$ cat src/kpe_pkg.sv
// ----------------------------------------------------------------------------
// kpe_pkg
// Shared types and constants of the key press event classifier.
// ----------------------------------------------------------------------------
package kpe_pkg;

  localparam int unsigned KEY_COUNT      = 25;
  localparam int unsigned KEY_CODE_W     = 5;
  localparam int unsigned KEY_IDX_W      = (KEY_COUNT > 1) ? $clog2(KEY_COUNT) : 1;
  localparam int unsigned TIME_W         = 32;
  localparam int unsigned INTERVAL_W     = 16;
  localparam logic [INTERVAL_W-1:0] INTERVAL_RESET = INTERVAL_W'(125);

  typedef enum logic [1:0] {
    ST_IDLE     = 2'd0,
    ST_PRESSED  = 2'd1,
    ST_HOLD     = 2'd2,
    ST_RELEASED = 2'd3
  } key_state_e;

  typedef enum logic [1:0] {
    MODE_SHORT          = 2'd0,
    MODE_SHORT_REPEATED = 2'd1,
    MODE_SHORT_OR_LONG  = 2'd2
  } repeat_mode_e;

  typedef enum logic [1:0] {
    KIND_NONE  = 2'd0,
    KIND_SHORT = 2'd1,
    KIND_LONG  = 2'd2
  } action_kind_e;

  typedef struct packed {
    logic [1:0]        prev_state;
    logic              held;
    logic [TIME_W-1:0] last_short;
  } key_entry_t;

  typedef struct packed {
    action_kind_e kind;
    logic [1:0]   next_state;
    logic         next_held;
    logic         store_time;
  } key_update_t;

endpackage

$ cat src/kpe_in_if.sv
// ----------------------------------------------------------------------------
// kpe_in_if
// Request channel carrying one key report.
// ----------------------------------------------------------------------------
interface kpe_in_if;
  import kpe_pkg::*;

  logic                  valid;
  logic                  ready;
  logic [KEY_CODE_W-1:0] key_code;
  logic [1:0]            key_state;
  logic [1:0]            repeat_mode;
  logic [TIME_W-1:0]     now_ms;

  modport source (output valid, key_code, key_state, repeat_mode, now_ms, input ready);
  modport sink (input valid, key_code, key_state, repeat_mode, now_ms, output ready);
endinterface

$ cat src/kpe_out_if.sv
// ----------------------------------------------------------------------------
// kpe_out_if
// Request channel carrying one action decision.
// ----------------------------------------------------------------------------
interface kpe_out_if;
  import kpe_pkg::*;

  logic                  valid;
  logic                  ready;
  logic [KEY_CODE_W-1:0] action_key;
  logic [1:0]            action_kind;

  modport source (output valid, action_key, action_kind, input ready);
  modport sink (input valid, action_key, action_kind, output ready);
endinterface

$ cat src/kpe_cfg_if.sv
// ----------------------------------------------------------------------------
// kpe_cfg_if
// Configuration write channel for the repeat interval register.
// ----------------------------------------------------------------------------
interface kpe_cfg_if;
  import kpe_pkg::*;

  logic                  valid;
  logic                  ready;
  logic [INTERVAL_W-1:0] data;

  modport source (output valid, data, input ready);
  modport sink (input valid, data, output ready);
endinterface

$ cat src/kpe_decide.sv
// ----------------------------------------------------------------------------
// kpe_decide
// Per-report decision: action kind and next per-key state.
// ----------------------------------------------------------------------------
module kpe_decide (
  input  logic [1:0]                    key_state_i,
  input  logic [1:0]                    repeat_mode_i,
  input  logic [kpe_pkg::TIME_W-1:0]    now_ms_i,
  input  logic [kpe_pkg::INTERVAL_W-1:0] interval_i,
  input  kpe_pkg::key_entry_t           entry_i,
  output kpe_pkg::key_update_t          update_o
);
  import kpe_pkg::*;

  logic              try_short;
  logic [TIME_W-1:0] elapsed;
  logic              interval_ok;

  assign elapsed     = now_ms_i - entry_i.last_short;
  assign interval_ok = elapsed > TIME_W'(interval_i);

  always_comb begin
    try_short           = 1'b0;
    update_o.kind       = KIND_NONE;
    update_o.next_state = key_state_i;
    update_o.next_held  = entry_i.held;
    update_o.store_time = 1'b0;
    unique case (key_state_i)
      ST_PRESSED: begin
        if ((repeat_mode_i == MODE_SHORT || repeat_mode_i == MODE_SHORT_REPEATED) &&
            entry_i.prev_state != ST_PRESSED) begin
          try_short = 1'b1;
        end
      end
      ST_HOLD: begin
        if (repeat_mode_i == MODE_SHORT_OR_LONG && entry_i.prev_state != ST_HOLD) begin
          update_o.next_held = 1'b1;
          update_o.kind      = KIND_LONG;
        end else if (repeat_mode_i == MODE_SHORT_REPEATED) begin
          try_short = 1'b1;
        end
      end
      ST_RELEASED: begin
        if (repeat_mode_i == MODE_SHORT_OR_LONG && !entry_i.held &&
            entry_i.prev_state != ST_RELEASED) begin
          try_short = 1'b1;
        end
        update_o.next_held = 1'b0;
      end
      default: begin
      end
    endcase
    if (try_short && interval_ok) begin
      update_o.kind       = KIND_SHORT;
      update_o.store_time = 1'b1;
    end
  end
endmodule

$ cat src/key_press_event_classifier.sv
// ----------------------------------------------------------------------------
// key_press_event_classifier
// Classifies debounced key reports into short, long or no action per key.
// ----------------------------------------------------------------------------
// Usage: key reports enter on key_req_i, one request per report, carrying the
// key index, its debounced state, its repeat mode and the millisecond time.
// Every report yields exactly one decision request on act_req_o with the key
// index and the action kind. The minimum interval between two short actions
// of one key is written through cfg_req_i, which is always ready; write it
// only while no report is in flight.
// A report is registered at the input and its decision is registered at the
// output. One report is accepted per cycle unless the receiver stalls; the
// per-key state is updated as a report moves into the output register, so a
// report for the same key in the next cycle sees the updated state.
// When the receiver stalls, the output register holds its decision and the
// input register takes one more report before ready drops.
// Reset clears all per-key states to idle, the held flags and short-action
// times to zero, and sets the interval to 125 ms.
// ----------------------------------------------------------------------------
module key_press_event_classifier (
  input  logic        clk_i,
  input  logic        rst_ni,
  kpe_cfg_if.sink     cfg_req_i,
  kpe_in_if.sink      key_req_i,
  kpe_out_if.source   act_req_o
);
  import kpe_pkg::*;

  logic [INTERVAL_W-1:0] interval_q;

  logic                  s1_valid_q;
  logic [KEY_CODE_W-1:0] s1_key_q;
  logic [1:0]            s1_state_q;
  logic [1:0]            s1_mode_q;
  logic [TIME_W-1:0]     s1_now_q;

  logic                  out_valid_q;
  logic [KEY_CODE_W-1:0] out_key_q;
  logic [1:0]            out_kind_q;

  key_entry_t            entry_q [KEY_COUNT];
  key_entry_t            entry_rd;
  key_update_t           upd;

  logic                  advance;
  logic                  in_range;
  logic [KEY_IDX_W-1:0]  idx;

  assign cfg_req_i.ready = 1'b1;

  always_ff @(posedge clk_i or negedge rst_ni) begin
    if (!rst_ni) begin
      interval_q <= INTERVAL_RESET;
    end else if (cfg_req_i.valid) begin
      interval_q <= cfg_req_i.data;
    end
  end

  assign advance         = s1_valid_q && (!out_valid_q || act_req_o.ready);
  assign key_req_i.ready = !s1_valid_q || advance;

  always_ff @(posedge clk_i or negedge rst_ni) begin
    if (!rst_ni) begin
      s1_valid_q <= 1'b0;
    end else if (key_req_i.ready) begin
      s1_valid_q <= key_req_i.valid;
    end
  end

  always_ff @(posedge clk_i) begin
    if (key_req_i.ready && key_req_i.valid) begin
      s1_key_q   <= key_req_i.key_code;
      s1_state_q <= key_req_i.key_state;
      s1_mode_q  <= key_req_i.repeat_mode;
      s1_now_q   <= key_req_i.now_ms;
    end
  end

  assign in_range = (KEY_IDX_W + KEY_CODE_W)'(s1_key_q) <
                    (KEY_IDX_W + KEY_CODE_W)'(KEY_COUNT);
  assign idx      = KEY_IDX_W'(s1_key_q);

  always_comb begin
    entry_rd = '0;
    if (in_range) begin
      entry_rd = entry_q[idx];
    end
  end

  kpe_decide u_decide (
    .key_state_i   (s1_state_q),
    .repeat_mode_i (s1_mode_q),
    .now_ms_i      (s1_now_q),
    .interval_i    (interval_q),
    .entry_i       (entry_rd),
    .update_o      (upd)
  );

  always_ff @(posedge clk_i or negedge rst_ni) begin
    if (!rst_ni) begin
      for (int i = 0; i < KEY_COUNT; i++) begin
        entry_q[i] <= '0;
      end
    end else if (advance && in_range) begin
      entry_q[idx].prev_state <= upd.next_state;
      entry_q[idx].held       <= upd.next_held;
      if (upd.store_time) begin
        entry_q[idx].last_short <= s1_now_q;
      end
    end
  end

  always_ff @(posedge clk_i or negedge rst_ni) begin
    if (!rst_ni) begin
      out_valid_q <= 1'b0;
    end else if (advance) begin
      out_valid_q <= 1'b1;
    end else if (act_req_o.ready) begin
      out_valid_q <= 1'b0;
    end
  end

  always_ff @(posedge clk_i) begin
    if (advance) begin
      out_key_q  <= s1_key_q;
      out_kind_q <= in_range ? upd.kind : KIND_NONE;
    end
  end

  assign act_req_o.valid       = out_valid_q;
  assign act_req_o.action_key  = out_key_q;
  assign act_req_o.action_kind = out_kind_q;
endmodule
$ cat src/flat_wrapper.sv
// flat-port wrapper written by rule: the top's interface ports become plain ports
module key_press_event_classifier_flat import kpe_pkg::*;
  (clk_i, rst_ni, cfg_req_i_valid, cfg_req_i_data, cfg_req_i_ready, key_req_i_valid, key_req_i_key_code, key_req_i_key_state, key_req_i_repeat_mode, key_req_i_now_ms, key_req_i_ready, act_req_o_valid, act_req_o_action_key, act_req_o_action_kind, act_req_o_ready);
  kpe_cfg_if cfg_req_i_i ();
  kpe_in_if key_req_i_i ();
  kpe_out_if act_req_o_i ();
  input  logic clk_i;
  input  logic rst_ni;
  input wire logic [$bits(cfg_req_i_i.valid)-1:0] cfg_req_i_valid;
  input wire logic [$bits(cfg_req_i_i.data)-1:0] cfg_req_i_data;
  output wire logic [$bits(cfg_req_i_i.ready)-1:0] cfg_req_i_ready;
  input wire logic [$bits(key_req_i_i.valid)-1:0] key_req_i_valid;
  input wire logic [$bits(key_req_i_i.key_code)-1:0] key_req_i_key_code;
  input wire logic [$bits(key_req_i_i.key_state)-1:0] key_req_i_key_state;
  input wire logic [$bits(key_req_i_i.repeat_mode)-1:0] key_req_i_repeat_mode;
  input wire logic [$bits(key_req_i_i.now_ms)-1:0] key_req_i_now_ms;
  output wire logic [$bits(key_req_i_i.ready)-1:0] key_req_i_ready;
  output wire logic [$bits(act_req_o_i.valid)-1:0] act_req_o_valid;
  output wire logic [$bits(act_req_o_i.action_key)-1:0] act_req_o_action_key;
  output wire logic [$bits(act_req_o_i.action_kind)-1:0] act_req_o_action_kind;
  input wire logic [$bits(act_req_o_i.ready)-1:0] act_req_o_ready;
  assign cfg_req_i_i.valid = cfg_req_i_valid;
  assign cfg_req_i_i.data = cfg_req_i_data;
  assign cfg_req_i_ready = cfg_req_i_i.ready;
  assign key_req_i_i.valid = key_req_i_valid;
  assign key_req_i_i.key_code = key_req_i_key_code;
  assign key_req_i_i.key_state = key_req_i_key_state;
  assign key_req_i_i.repeat_mode = key_req_i_repeat_mode;
  assign key_req_i_i.now_ms = key_req_i_now_ms;
  assign key_req_i_ready = key_req_i_i.ready;
  assign act_req_o_valid = act_req_o_i.valid;
  assign act_req_o_action_key = act_req_o_i.action_key;
  assign act_req_o_action_kind = act_req_o_i.action_kind;
  assign act_req_o_i.ready = act_req_o_ready;
  key_press_event_classifier u_core (.clk_i(clk_i), .rst_ni(rst_ni), .cfg_req_i(cfg_req_i_i), .key_req_i(key_req_i_i), .act_req_o(act_req_o_i));
endmodule
$ cat config.mk
export PLATFORM = sky130hd
export DESIGN_NAME = key_press_event_classifier_flat
export DESIGN_NICKNAME = d
export VERILOG_FILES = /design/src/kpe_pkg.sv /design/src/kpe_in_if.sv /design/src/kpe_out_if.sv /design/src/kpe_cfg_if.sv /design/src/kpe_decide.sv /design/src/key_press_event_classifier.sv /design/src/flat_wrapper.sv
export SDC_FILE = /design/constraint.sdc
export NUM_CORES = 1
export LEC_CHECK = 0
export BUFFER_PORTS_ARGS = -buffer_cell sky130_fd_sc_hd__buf_2
export CAP_MARGIN = 10
export CELL_PAD_IN_SITES_DETAIL_PLACEMENT = 2
export CELL_PAD_IN_SITES_GLOBAL_PLACEMENT = 2
export CORE_UTILIZATION = 42
export DETAILED_ROUTE_END_ITERATION = 6
export HOLD_SLACK_MARGIN = 0.02
export PLACE_DENSITY_LB_ADDON = 0.2
export SLEW_MARGIN = 10
export SYNTH_ARGS = -nofsm -noshare
export SYNTH_HDL_FRONTEND = slang
export SYNTH_SLANG_ARGS = --single-unit
$ cat constraint.sdc
create_clock -name clk_i -period 7.6 [get_ports clk_i]
set_clock_uncertainty 0.1 [all_clocks]
set_input_delay 1.52 -clock clk_i [delete_from_list [all_inputs] [get_ports clk_i]]
set_output_delay 1.52 -clock clk_i [all_outputs]
set_load 0.02 [all_outputs]
==> run_results.csv, run 1 <==
group,metric,value,unit
die,rows,119,
yosys,postSynth.asyncResetShare,94.9,%
hold_path,hp-start,"u_core.entry_q[67]",
global_route,globalRouteTotalUtil,28.8,%
sta,tightest_slew,1.22,ns
yosys,ys_seq_area_share,52.8,%
yosys,synth-edff-count,48,
yosys,avgSynthCellArea,14.2,um2
critical_path,crit_start,"u_core.idx[1]",
hold_path,hold_path.class,"flop to flop",
sta,fmax,136,MHz
yosys,syn_nets,3294,
yosys,syn_area,0.0451,mm2
finish,fin_util,48.8,%
cts,cts_root_buf,"clkbuf_16",
power,power.total,12.6,mW
global_route,grt_max_degree,176,
cts,htreeDepth,3,
critical_path,reg2regPathDepth,20,
drt,dr.pass1.iters,5,
run,maxCapViolCount,0,
power,cellLeakagePower,24.4,nW
hold_path,holdPathStages,2,
power,peakVddDrop,0.171,mV
sta,min_period,7.33,ns
finish,insertedDiodeCount,0,
drt,viasPerCell,6.17,
drt,ant_nets,0,
die,die_h,330,um
critical_path,path_class,"flop to flop",
yosys,ys_warn_count,0,
die,dieWidth,330,um
place,dp.cells,4538,
die,dieArea,0.109,mm2
critical_path,worstReg2RegStart,"u_core.idx[1]",
place,place.port_buffers,70,
critical_path,crit_required,8.07,ns
critical_path,crit_path_end_kind,"flop",
drt,vias,29200,
critical_path,r2r-end,"u_core.entry_q[405]",
yosys,synth_seq_cells,941,
die,core-area,0.106,mm2
yosys,ys.flop_type,"dfrtp_1",
cts,clockBufferDepth,3,
place,dp_hpwl,98.0,mm
critical_path,start_kind,"flop",
finish,final_cells,4735,
cts,cts_buffers,105,
place,gp_congestion,0.889,
critical_path,path_max_fanout,38,
finish,fin_nets,3369,
cts,cts.sinks,941,
global_route,grt_pass1_wl,230,mm
global_route,grt_pass1_vias,33200,
die,initial_core_util,42.6,%
sta,tns,0,ns
global_route,antenna_found_initial,5,
yosys,syn_inst,3182,
sta,min_period_over_period,96.4,%
finish,drive_gt1_share,26.3,%
hold_path,hold_end,"u_core.entry_q[67]",
sta,setup_violations,0,
cts,ctsHoldBuffers,0,
cts,clkTransAtPathRegs,0.06,ns
cts,clk_latency,0.71,ns
power,power_density,244,mW/mm2
yosys,synth_cell_types,76,
global_route,grt_overflow,0,
drt,wl_per_cell,32.4,um
sta,hold_violations,0,
finish,syn2layout_area_growth,14.5,%
drt,drcViolationCount,0,
die,io_pins,72,
outcome,status,"complete, no violations",
drt,wl,154,mm
sta,drv_slew,0,
critical_path,rrSetupSlack,0.27,ns
drt,drt_iter0_drc,1729,
finish,fillers,9744,
critical_path,cp.arrival,7.79,ns
cts,cts_tree,"yes",
finish,final_cell_mix,"dfrtp_1 (887), mux2_1 (605), nand2_1 (288)",
finish,final_common_cell,"dfrtp_1",
sta,relSlewSlack,18.5,%
flip-flops by register name, indices dropped and copies added, names as in the netlist:
register                      flops
u_core.entry_q                  875
u_core.s1_now_q                  32
u_core.interval_q                16
u_core.act_req_o.action_key       5
u_core.idx                        5
u_core.act_req_o.action_kind      2
u_core.s1_mode_q                  2
u_core.s1_state_q                 2
u_core.act_req_o.valid            1
u_core.s1_valid_q                 1
cells by family (layout without fill, tap and decap cells):
| group | after synthesis | in the layout | synth area share [%] |
|---|---|---|---|
| buffers and inverters | 306 | 468 | 2.92 |
| AOI/OAI and AO/OA | 351 | 351 | 6.39 |
| muxes | 1039 | 1039 | 31.4 |
| adders and majority gates | 50 | 50 | 1.40 |
| and+or+nand+nor | 478 | 478 | 4.76 |
| other | 1 | 1 | 0.00831 |
| xor gates and xnor gates | 16 | 16 | 0.311 |
| DFF | 941 | 941 | 52.8 |
worst max-delay path, cell delays in order (launching register included):
cell,delay (ns)
edfxtp_1,0.46
buf_4,0.23
buf_4,0.55
buf_4,0.50
mux4_2,0.36
mux4_2,0.49
a221oi_1,0.34
ha_1,0.46
nand4_1,0.25
nor3_1,0.49
nand2_1,0.10
a21oi_1,0.43
o21a_1,0.25
nor2_1,0.05
or3_1,0.42
a211oi_4,0.28
buf_4,0.29
buf_4,0.30
a311oi_4,0.16
buf_12,0.23
mux2_1,0.38
metal layers:
layer  part of all wire (%)  global-route usage, %  up-vias
li1                       -                      -    12000
met1                     44                   39.5    16300
met2                     49                   47.8      664
met3                    3.9                   3.96      228
met4                    2.6                   7.86       10
met5                  0.047                      0        -
through the flow:
| step | hold slack [ns] | worst slack, ns | area, um2 |
|---|---|---|---|
| 2_1_floorplan | 0.321 | 0.00815 | 45100 |
| 3_3_place_gp | 0.354 | 0.227 | 48100 |
| 3_5_place_dp | 0.365 | 0.144 | 48100 |
| 4_1_cts | 0.379 | 0.116 | 51500 |
| 5_1_grt | 0.397 | -0.00413 | 51600 |
| 6_report | 0.377 | 0.273 | 51600 |
power by group:
group          total [mW]  switching, mW  internal (mW)
clock                5.17           2.17           3.00
combinational        1.63          0.927          0.698
sequential           5.78          0.285           5.50
total                12.6           3.38           9.20
cells in the mapped netlist (29+ instances only):
cell type / n / area (um2)
o21ai_0: 47 / 235
buf_2: 77 / 385
nand4_1: 42 / 263
mux2_2: 197 / 2220
clkbuf_1: 157 / 589
mux4_2: 222 / 5000
nor2_1: 51 / 191
dfrtp_1: 887 / 22200
inv_1: 29 / 109
a21boi_0: 33 / 248
edfxtp_1: 48 / 1440
a21oi_1: 64 / 320
a41oi_1: 31 / 272
ha_1: 49 / 613
a22oi_1: 40 / 300
mux2_1: 605 / 6810
nand2_1: 288 / 1080
cell type report:
class	instances	area (um2)	area share, %
Clock buffer	159	3120	6.05
Clock inverter	35	357	0.690
Inverter	30	114	0.220
Multi-Input combinational cell	1935	20200	39.1
Sequential cell	941	23800	46.1
Tap cell	1391	1740	3.37
Timing Repair Buffer	244	2340	4.53
repair_timing:
item | in CTS | in global routing
setup buffers | 0 | 1
resized for setup | 0 | 8
setup endpoints to repair | 0 | 765
worst max-delay path by stage:
stage | endpoint | slack [ns] | depth (start not counted)
global placement | u_core.entry_q[352] | 0.23 | 25
detailed placement | u_core.entry_q[354] | 0.14 | 25
global route | u_core.entry_q[601] | -0.004 | 31
finish | u_core.entry_q[405] | 0.27 | 20
floorplan | u_core.entry_q[421] | 0.008 | 29
CTS | u_core.entry_q[354] | 0.12 | 25
Note: power is estimated with default switching activity, not from simulation.
==> inputs of run 2 (changes only) <==
BUFFER_PORTS_ARGS = -buffer_cell sky130_fd_sc_hd__buf_4   (was -buffer_cell sky130_fd_sc_hd__buf_2)
==> run 2 against run 1 <==
  * First-iteration DRC count rose by 5.5%
  * Global-route usage is 0.32 points higher
  * Register-to-register slack got worse by 0.03 ns
  * Largest cell class unchanged
==> run_results.csv, run 2 (synthesis results as in run 1) <==
group,metric,value,unit
outcome,status,"complete, no violations",
place,dp_hpwl,98.8,mm
critical_path,start_kind,"flop",
finish,drive_gt1_share,27.4,%
global_route,globalRouteTotalUtil,29.1,%
cts,cts_tree,"yes",
die,dieArea,0.109,mm2
finish,largest_reg_flops,875,
critical_path,crit_path_frequent_cell,"buf_4",
critical_path,crit_required,8.08,ns
place,place.port_buffers,70,
run,maxCapViolCount,0,
die,dieWidth,330,um
critical_path,crit_start,"u_core.idx[0]",
critical_path,crit_path_end_kind,"flop",
cts,clockBufferDepth,3,
power,peakVddDrop,0.188,mV
global_route,grt_pass1_vias,33400,
die,rows,119,
hold_path,holdPathStages,2,
sta,fmax,136,MHz
drt,vias,29400,
global_route,grt_busiest_layer,"met2",
drt,drcViolationCount,0,
finish,fin_util,49.3,%
critical_path,worstReg2RegStart,"u_core.idx[0]",
sta,tightest_slew,1.32,ns
global_route,use_met2,49.3,%
place,gp_congestion,0.888,
sta,min_period,7.36,ns
sta,relSlewSlack,12.1,%
drt,drt_iter0_drc,1824,
sta,rsz0062_at_grt,"true",
cts,htreeDepth,3,
sta,setup_violations,0,
hold_path,hold_path.class,"flop to flop",
die,core-area,0.106,mm2
finish,fillers,9684,
cts,clk_latency,0.72,ns
hold_path,hp-start,"u_core.entry_q[103]",
drt,ant_nets,0,
finish,top_register,"u_core.entry_q",
die,io_pins,72,
global_route,use_met3,3.67,%
drt,wl_per_cell,32.5,um
drt,viasPerCell,6.16,
finish,seqCellArea,0.0238,mm2
finish,syn2layout_area_growth,15.7,%
critical_path,reg2regPathDepth,32,
cts,cts_buffers,104,
cts,cts_root_buf,"clkbuf_16",
critical_path,slowest_stage,"mux4_2",
power,power_density,245,mW/mm2
finish,largestRegisters,"u_core.entry_q x875, u_core.s1_now_q x32, u_core.interval_q x16",
finish,fin_nets,3402,
sta,min_period_over_period,96.8,%
sta,worst_slack,0.244,ns
die,initial_core_util,42.6,%
place,place_ws,-0.119,ns
sta,drv_slew,0,
power,cellLeakagePower,24.6,nW
finish,final_common_cell,"dfrtp_1",
critical_path,critPathMaxStageDelay,0.54,ns
cts,cts.sinks,941,
global_route,grt_overflow,0,
critical_path,cp.arrival,7.83,ns
die,die_h,330,um
finish,multi_input_area,0.0202,mm2
finish,final_cell_mix,"dfrtp_1 (887), mux2_1 (605), nand2_1 (288)",
sta,hold_violations,0,
drt,dr.pass1.iters,5,
global_route,grt_pass1_wl,233,mm
global_route,grt_util_met1,39.2,%
critical_path,path_max_fanout,21,
critical_path,path_class,"flop to flop",
global_route,antenna_found_initial,4,
cts,clkTransAtPathRegs,0.06,ns
drt,wl,155,mm
global_route,grt_max_degree,189,
sta,tns,0,ns
[run 2: changes by cell type in the layout (fill, tap and decap cells not counted), sizes merged]
cell      change
inv           +3
buf          +34
bufinv        +6
diode         +2
clkbuf        -4
clkinvlp      -1
[run 2: path summary, 6_finish.rpt]
check | end | slack (ns)
max | u_core.entry_q[786] | 0.24
min | u_core.entry_q[103] | 0.38
max reg2reg | u_core.entry_q[786] | 0.24
min reg2reg | u_core.entry_q[103] | 0.38
max in group asynchronous | u_core.entry_q[694] | 4.94
min in group asynchronous | u_core.entry_q[45] | 0.77
[run 2: final cells by class]
class / instances / area share (%)
timing repair buffer: 278 / 5.28
antenna: 2 / 0.00959
multi-input combinational: 1935 / 38.6
tap: 1391 / 3.34
clock inverter: 43 / 1.05
clock buffer: 155 / 5.88
sequential: 941 / 45.6
inverter: 30 / 0.218
[run 2: per-layer routing]
metal  wire length (um)  vias to the layer above  part of all wire, %
met5                  0                        -                    0
met4               3730                        0                  2.4
met3               6270                      214                  4.0
met2              77500                      737                   50
met1              67500                    16300                   44
li1                   -                    12100                    -
[run 2: power by group]
part | internal [mW] | switching (mW)
logic | 0.727 | 0.924
clock network | 3.17 | 2.19
registers | 5.50 | 0.298
total | 9.40 | 3.41
[run 2: worst max-delay path: cells and delay by family (launching register included)]
family	cells	cell delay [ns]
simple gates	7	0.95
xor+xnor	1	0.12
fa+ha+maj	2	0.69
compound gates	10	2.12
flops	1	0.40
buf+inv	10	1.82
mux	2	0.92
[run 2: what timing repair did]
| item | 4_1_cts | 5_1_grt |
|---|---|---|
| buffers inserted | 0 | 9 |
| pin swaps | 0 | 8 |
| gates resized for setup | 3 | 13 |
| cloned | 0 | 1 |
| setup endpoints to repair | 695 | 767 |
| hold buffers | 0 | 0 |
[run 2: per-stage QoR]
step / instance area (um2) / instances / total power [mW] / hold WS (ns)
floorplan: 45100 / 3182 / 6.76 / 0.321
finish: 52200 / 4775 / 12.8 / 0.380
global route: 52200 / 4773 / 13.3 / 0.398
CTS: 52000 / 4763 / 12.9 / 0.384
global placement: 48400 / 4565 / 7.35 / 0.353
detailed placement: 48400 / 4565 / 7.51 / 0.365
